[config.mk]
export PLATFORM = sky130hd
export DESIGN_NAME = fuzzy_cluster_head_score_top
export DESIGN_NICKNAME = d
export VERILOG_FILES = /design/src/design/fchs_pkg.sv /design/src/design/fuzzy_cluster_head_score_top.sv
export VERILOG_INCLUDE_DIRS = /design/src /design/src/design
export SDC_FILE = /design/constraint.sdc
export NUM_CORES = 2
export LEC_CHECK = 0
export ABC_AREA = 1
export BUFFER_PORTS_ARGS = -buffer_cell sky130_fd_sc_hd__buf_2
export CAP_MARGIN = 25
export CORE_UTILIZATION = 60
export CTS_CLUSTER_DIAMETER = 60
export DETAILED_ROUTE_END_ITERATION = 16
export HOLD_SLACK_MARGIN = 0.05
export PLACE_DENSITY = 0.82
export SLEW_MARGIN = 20
export SYNTH_ARGS = -nofsm -noshare
export SYNTH_HDL_FRONTEND = slang
export SYNTH_SLANG_ARGS = --single-unit
[constraint.sdc]
create_clock -name clk -period 8.7 [get_ports clk]
set_clock_uncertainty 0.05 [all_clocks]
set_input_delay 0.87 -clock clk [delete_from_list [all_inputs] [get_ports clk]]
set_output_delay 0.87 -clock clk [all_outputs]
set_load 0.02 [all_outputs]
[src/design/fuzzy_cluster_head_score_top_defines.svh]
// Assertion macros for the fuzzy cluster head score block.
`ifndef FUZZY_CLUSTER_HEAD_SCORE_TOP_DEFINES_SVH
`define FUZZY_CLUSTER_HEAD_SCORE_TOP_DEFINES_SVH

// Check that a condition implies another in the same cycle.
`define FCHS_ASSERT_IMPLIES(lbl, ante, cons, msg) \
  lbl: assert property (@(posedge clk) disable iff (!rst_n) (ante) |-> (cons)) \
    else $error(msg);

// Check that a condition implies another in the next cycle.
`define FCHS_ASSERT_NEXT(lbl, ante, cons, msg) \
  lbl: assert property (@(posedge clk) disable iff (!rst_n) (ante) |=> (cons)) \
    else $error(msg);

`endif

[src/design/fchs_pkg.sv]
// Types, constants and helper functions for the fuzzy cluster head score block.
`default_nettype none

package fchs_pkg;

  localparam int DIV_STG = 4;
  localparam int NSTG    = 4 + DIV_STG;

  localparam logic [19:0] E_MED_A  = 20'd65536;
  localparam logic [19:0] E_MED_B  = 20'd163840;
  localparam logic [19:0] E_MED_C  = 20'd262144;
  localparam logic [19:0] E_HIGH_A = 20'd229376;
  localparam logic [19:0] E_HIGH_C = 20'd327680;

  localparam logic [14:0] C_LOW_B = 15'd7680;
  localparam logic [14:0] C_LOW_C = 15'd15360;

  localparam logic [18:0] RECIP3  = 19'd349526;
  localparam logic [20:0] RECIP15 = 21'd1118482;

  localparam logic [15:0] SCORE_MAX = 16'd58982;
  localparam logic [15:0] SCORE_MIN = 16'd45875;

  typedef struct packed {
    logic [20:0] rem;
    logic [15:0] q;
  } div_t;

  function automatic logic [16:0] med_deg(input logic [3:0] d);
    logic [16:0] m;
    case (d)
      4'd4:    m = 17'd32768;
      4'd5:    m = 17'd65536;
      4'd6:    m = 17'd43690;
      4'd7:    m = 17'd21845;
      default: m = 17'd0;
    endcase
    return m;
  endfunction

  function automatic logic [16:0] high_deg(input logic [3:0] d);
    logic [16:0] m;
    case (d)
      4'd7:    m = 17'd16384;
      4'd8:    m = 17'd32768;
      4'd9:    m = 17'd49152;
      default: m = 17'd0;
    endcase
    return m;
  endfunction

  function automatic logic [16:0] min3(input logic [16:0] p, input logic [16:0] q,
                                      input logic [16:0] r);
    logic [16:0] m;
    m = (p < q) ? p : q;
    return (m < r) ? m : r;
  endfunction

  // Four restoring steps of a fractional divide; rem stays below dv.
  function automatic div_t div_step4(input logic [20:0] rem, input logic [20:0] dv,
                                     input logic [15:0] q);
    logic [21:0] t;
    div_t        r;
    r.rem = rem;
    r.q   = q;
    for (int i = 0; i < 4; i++) begin
      t = {r.rem, 1'b0};
      if (t >= {1'b0, dv}) begin
        r.rem = 21'(t - {1'b0, dv});
        r.q   = {r.q[14:0], 1'b1};
      end else begin
        r.rem = t[20:0];
        r.q   = {r.q[14:0], 1'b0};
      end
    end
    return r;
  endfunction

endpackage

`default_nettype wire

[src/design/fuzzy_cluster_head_score_top.sv]
// Top level of the fuzzy cluster head score pipeline.
//
//   Channel  Ports                                                   Dir
//   in       in_valid in_ready in_energy_ratio in_neighbour_degree   in
//            in_centre_distance
//   out      out_valid out_ready out_head_score                      out
//
// Eight register stages: offsets, reciprocal multiplies, rule minimums,
// divide setup, then four stages of four quotient bits each.
// One word per cycle while out_ready does not stall the pipeline.
// Synchronous active-low reset clears only the stage valid bits.
// Each stage advances when empty or when the next stage advances, so a
// stall on out_ready backs up stage by stage without loss or repeat.
`default_nettype none

`include "fuzzy_cluster_head_score_top_defines.svh"

module fuzzy_cluster_head_score_top import fchs_pkg::*; (
  input  wire logic        clk,
  input  wire logic        rst_n,
  input  wire logic        in_valid,
  output logic             in_ready,
  input  wire logic [15:0] in_energy_ratio,
  input  wire logic [3:0]  in_neighbour_degree,
  input  wire logic [14:0] in_centre_distance,
  output logic             out_valid,
  input  wire logic        out_ready,
  output logic [15:0]      out_head_score
);

  logic [NSTG-1:0] v_r;
  logic [NSTG-1:0] en;

  logic [19:0] ex;
  logic [16:0] me_t_nxt, he_t_nxt;
  logic [12:0] lc_t_nxt;

  logic [16:0] s1_me_t_r, s1_he_t_r;
  logic [12:0] s1_lc_t_r;
  logic [16:0] s1_md_r, s1_hd_r;

  logic [36:0] me_prod, he_prod;
  logic [33:0] lc_prod;

  logic [16:0] s2_me_r, s2_he_r, s2_lc_r, s2_md_r, s2_hd_r;
  logic [16:0] s3_r1_r, s3_r2_r, s3_r3_r;

  logic [17:0] den_nxt;
  logic [20:0] dv_nxt, num_nxt;

  logic [20:0] rem_r [0:DIV_STG-1];
  logic [20:0] dv_r  [0:DIV_STG-1];
  logic [15:0] q_r   [1:DIV_STG];

  // stage enables, from the output back to the input
  always_comb begin
    en[NSTG-1] = !v_r[NSTG-1] || out_ready;
    for (int k = NSTG - 2; k >= 0; k--) begin
      en[k] = !v_r[k] || en[k+1];
    end
  end

  assign in_ready       = en[0];
  assign out_valid      = v_r[NSTG-1];
  assign out_head_score = q_r[DIV_STG];

  always_ff @(posedge clk) begin
    if (!rst_n) begin
      v_r <= '0;
    end else begin
      if (en[0]) begin
        v_r[0] <= in_valid;
      end
      for (int k = 1; k < NSTG; k++) begin
        if (en[k]) begin
          v_r[k] <= v_r[k-1];
        end
      end
    end
  end

  // stage 1: distances from the breakpoints
  assign ex = 20'(in_energy_ratio) * 20'd10;

  always_comb begin
    me_t_nxt = '0;
    if (ex > E_MED_A && ex < E_MED_C) begin
      me_t_nxt = (ex <= E_MED_B) ? 17'(ex - E_MED_A) : 17'(E_MED_C - ex);
    end
    he_t_nxt = '0;
    if (ex > E_HIGH_A && ex < E_HIGH_C) begin
      he_t_nxt = 17'(ex - E_HIGH_A);
    end
    lc_t_nxt = '0;
    if (in_centre_distance != '0 && in_centre_distance < C_LOW_C) begin
      lc_t_nxt = (in_centre_distance <= C_LOW_B) ? 13'(in_centre_distance)
                                                 : 13'(C_LOW_C - in_centre_distance);
    end
  end

  always_ff @(posedge clk) begin
    if (en[0]) begin
      s1_me_t_r <= me_t_nxt;
      s1_he_t_r <= he_t_nxt;
      s1_lc_t_r <= lc_t_nxt;
      s1_md_r   <= med_deg(in_neighbour_degree);
      s1_hd_r   <= high_deg(in_neighbour_degree);
    end
  end

  // stage 2: scale by 2/3 and 128/15 through reciprocals
  assign me_prod = 37'({s1_me_t_r, 1'b0}) * 37'(RECIP3);
  assign he_prod = 37'({s1_he_t_r, 1'b0}) * 37'(RECIP3);
  assign lc_prod = 34'(s1_lc_t_r) * 34'(RECIP15);

  always_ff @(posedge clk) begin
    if (en[1]) begin
      s2_me_r <= me_prod[36:20];
      s2_he_r <= he_prod[36:20];
      s2_lc_r <= lc_prod[33:17];
      s2_md_r <= s1_md_r;
      s2_hd_r <= s1_hd_r;
    end
  end

  // stage 3: rule strengths
  always_ff @(posedge clk) begin
    if (en[2]) begin
      s3_r1_r <= min3(s2_he_r, s2_hd_r, s2_lc_r);
      s3_r2_r <= min3(s2_he_r, s2_md_r, s2_lc_r);
      s3_r3_r <= min3(s2_me_r, s2_hd_r, s2_lc_r);
    end
  end

  // stage 4: numerator 7*den + 2*r1 over 10*den; all-zero strengths divide 0 by 1
  assign den_nxt = 18'(s3_r1_r) + 18'(s3_r2_r) + 18'(s3_r3_r);
  assign dv_nxt  = (den_nxt == '0) ? 21'd1
                                   : 21'({den_nxt, 3'b000}) + 21'({den_nxt, 1'b0});
  assign num_nxt = 21'({den_nxt, 3'b000}) - 21'(den_nxt) + 21'({s3_r1_r, 1'b0});

  always_ff @(posedge clk) begin
    if (en[3]) begin
      rem_r[0] <= num_nxt;
      dv_r[0]  <= dv_nxt;
    end
  end

  // stages 5 to 8: quotient bits
  for (genvar j = 1; j <= DIV_STG; j++) begin : g_div
    logic [15:0] q_in;
    div_t        dres;

    if (j == 1) begin : g_first
      assign q_in = '0;
    end else begin : g_rest
      assign q_in = q_r[j-1];
    end

    assign dres = div_step4(rem_r[j-1], dv_r[j-1], q_in);

    always_ff @(posedge clk) begin
      if (en[3+j]) begin
        q_r[j] <= dres.q;
      end
    end

    if (j < DIV_STG) begin : g_carry
      always_ff @(posedge clk) begin
        if (en[3+j]) begin
          rem_r[j] <= dres.rem;
          dv_r[j]  <= dv_r[j-1];
        end
      end
    end
  end

  `FCHS_ASSERT_IMPLIES(a_score_max, out_valid, out_head_score <= SCORE_MAX, "score above 0.9")
  `FCHS_ASSERT_IMPLIES(a_score_min, out_valid && out_head_score != '0, out_head_score >= SCORE_MIN, "nonzero score below 0.7")
  `FCHS_ASSERT_IMPLIES(a_div_setup, v_r[3], rem_r[0] < dv_r[0], "dividend not below divisor")
  `FCHS_ASSERT_NEXT(a_stage_hold, v_r[NSTG-2] && !en[NSTG-1], v_r[NSTG-2], "stalled word dropped")

endmodule

`default_nettype wire

==> flow_summary.json <==
{
  "die_x_um": 287,
  "min_period_ns": 8.39,
  "ys_types": 64,
  "crit_type": "flip-flop to flip-flop",
  "core_area_um2": 80400,
  "hold_viol_final": 0,
  "dieArea_um2": 82200,
  "cpPeakStageDelay_ns": 0.39,
  "final_common_cell": "nand2_1",
  "yosysSeqAreaShare": 0.230,
  "slew_viol_final": 0,
  "path_max_fanout": 7,
  "fillers": 6647,
  "fin_nets": 7538,
  "crit_arrival_ns": 8.73,
  "slowest_stage": "edfxtp_1",
  "syn_inst": 6286,
  "grt_pass1_vias": 42633,
  "gr-total-overflow": 0,
  "avgSynthCellArea_um2": 7.74,
  "num_rows": 104,
  "cp-start-kind": "flip-flop",
  "place_inst": 7446,
  "detail_route.wirelength_mm": 136,
  "grt_start_max_net_pins": 56,
  "max_freq_mhz": 119,
  "crit_top_cell": "nand2_1",
  "tightest_slew_ns": 0.857,
  "slew_headroom": 0.429,
  "cts_buffers": 52,
  "worstPathRequired_ns": 9.04,
  "cts_root_buf": "clkbuf_16",
  "route.detailed.drc": 0,
  "yosysWarnings": 0,
  "area.growth.synth_to_final_pct": 11.6,
  "layoutNonFillerInstCount": 7619,
  "grt_usage": 0.320,
  "cts_sinks": 375,
  "setup_viol": 0,
  "dp_hpwl_mm": 110,
  "ys_async_sr_fraction": 0,
  "synthFlopType": "edfxtp_1",
  "gp_congestion": 0.982,
  "clk_latency_ns": 0.64,
  "finalInstanceArea_um2": 54300,
  "placement.cell_area_um2": 50800,
  "drtAntennaViolNets": 0,
  "synth_edf_count": 367,
  "antenna_found_initial": 0,
  "ys_ff_latch": 375,
  "layout_common_cells": "1391 x nand2_1, 917 x inv_1, 737 x ha_1, 455 x a21oi_1",
  "cts.path.max_buffers": 3,
  "io_pins": 57,
  "clk_pin_slew_ns": 0.06,
  "post_drt_wl_per_cell_um": 17.8,
  "hold_buffers": 0,
  "htreeDepth": 2,
  "synthesis.area_um2": 48600,
  "grt_pass1_wl_mm": 212,
  "via_per_inst": 5.77,
  "crit_path_end_kind": "flip-flop",
  "drive_gt1_frac": 0.0944,
  "maxCapViolations": 0,
  "die_y_um": 287,
  "hold_class": "flip-flop to flip-flop",
  "drt-initial-drc-count": 2965,
  "status": "finished, final reports clean",
  "port_buffers": 56,
  "firstDrtPassIters": 7,
  "via_count": 43965,
  "antennaDiodeCount": 0,
  "cts_tree": "done",
  "fin_crit_sh": 0.965,
  "initial_utilization": 0.605
}
per-layer routing:
layer | share of wire | up-vias | wire, µm | global-route usage
met5 | 0 | - | 0 | 0
met3 | 0.053 | 440 | 7180 | 0.0324
li1 | - | 21631 | - | -
met4 | 0.057 | 0 | 7760 | 0.174
met1 | 0.40 | 20416 | 53700 | 0.376
met2 | 0.50 | 1478 | 67300 | 0.571
path summary, 6_finish.rpt:
path | start | slack [ns] | end | depth (start not counted)
setup / recovery | dv_r[2][2] | 0.31 | rem_r[3][17] | 54
hold / removal | s1_hd_r[14] | 0.36 | s2_hd_r[14] | 0
setup reg to reg | dv_r[2][2] | 0.31 | rem_r[3][17] | 54
hold reg to reg | s1_hd_r[14] | 0.36 | s2_hd_r[14] | 0
kinds of logic (layout without fill, tap and decap cells):
kind of cell / after synthesis / after routing / synth area share
AO/OA/AOI/OAI: 1224 / 1224 / 0.138
XOR/XNOR: 370 / 370 / 0.0666
adder cells (fa/ha/maj): 984 / 984 / 0.285
buffers and inverters: 1047 / 1318 / 0.0839
flip-flops: 375 / 375 / 0.230
other: 1 / 2 / 0.0000771
AND/OR/NAND/NOR: 2285 / 2286 / 0.196
worst max-delay path: cells and delay by family (launching register included):
family | cells | cell delay, ns
AO/OA/AOI/OAI | 13 | 2.00
buffers and inverters | 6 | 0.79
adder cells (fa/ha/maj) | 4 | 1.35
XOR/XNOR | 1 | 0.28
flip-flops | 1 | 0.39
AND/OR/NAND/NOR | 30 | 3.25
state kept, by name, summed over array words and instances, names as in the netlist:
register / count
s1_me_t_r: 16
s2_hd_r: 2
s2_md_r: 4
s2_me_r: 17
s1_md_r: 4
s3_r1_r: 17
s1_he_t_r: 16
s3_r3_r: 17
v_r: 8
s1_hd_r: 2
s2_lc_r: 17
rem_r: 84
s2_he_r: 17
dv_r: 84
s3_r2_r: 17
q_r: 40
s1_lc_t_r: 13
final cells by class:
cell class | instances | area, µm² | share of cell area
timing repair inverter | 6 | 45.0 | 0.000829
tap | 1060 | 1330 | 0.0244
timing repair buffer | 248 | 1890 | 0.0347
sequential | 375 | 11200 | 0.206
clock inverter | 41 | 445 | 0.00820
inverter | 966 | 3690 | 0.0679
multi-input combinational | 4866 | 34400 | 0.633
clock buffer | 57 | 1360 | 0.0251
timing repair:
| item | CTS | global route |
|---|---|---|
| pin swaps | 3 | 48 |
| endpoints found under the hold margin | 0 | 0 |
| setup buffers | 10 | 55 |
| endpoints found under the setup margin | 61 | 67 |
| gates resized for setup | 19 | 300 |
| cloned | 0 | 10 |
metrics by stage:
step	TNS (ns)	setup slack (ns)	hold slack (ns)	util
floorplan	0	0.0272	0.350	-
global placement	-4.33	-0.321	0.351	0.631
detailed placement	-6.51	-0.388	0.355	0.631
CTS	0	0.00420	0.359	0.655
global route	-8.20	-0.248	0.364	0.675
finish	0	0.308	0.357	0.675
synth_stat cells, types with 27 or more instances:
library cell | instances | area [µm²]
nand3_1 | 248 | 1240
xnor2_1 | 142 | 1240
buf_2 | 33 | 165
a21o_1 | 33 | 248
clkbuf_1 | 27 | 101
o21bai_1 | 42 | 315
a31oi_1 | 32 | 200
nor3_1 | 79 | 395
nand2_1 | 1403 | 5270
o21ai_1 | 69 | 345
ha_1 | 778 | 9730
xor2_1 | 228 | 2000
a21oi_1 | 504 | 2520
inv_1 | 951 | 3570
nor2_1 | 376 | 1410
nor4_1 | 34 | 213
o21ai_0 | 422 | 2110
nand4_1 | 69 | 432
fa_1 | 206 | 4120
edfxtp_1 | 367 | 11000
Power is not shown: default switching activity piles up to over one toggle a cycle in this logic, so the estimate is an artifact.
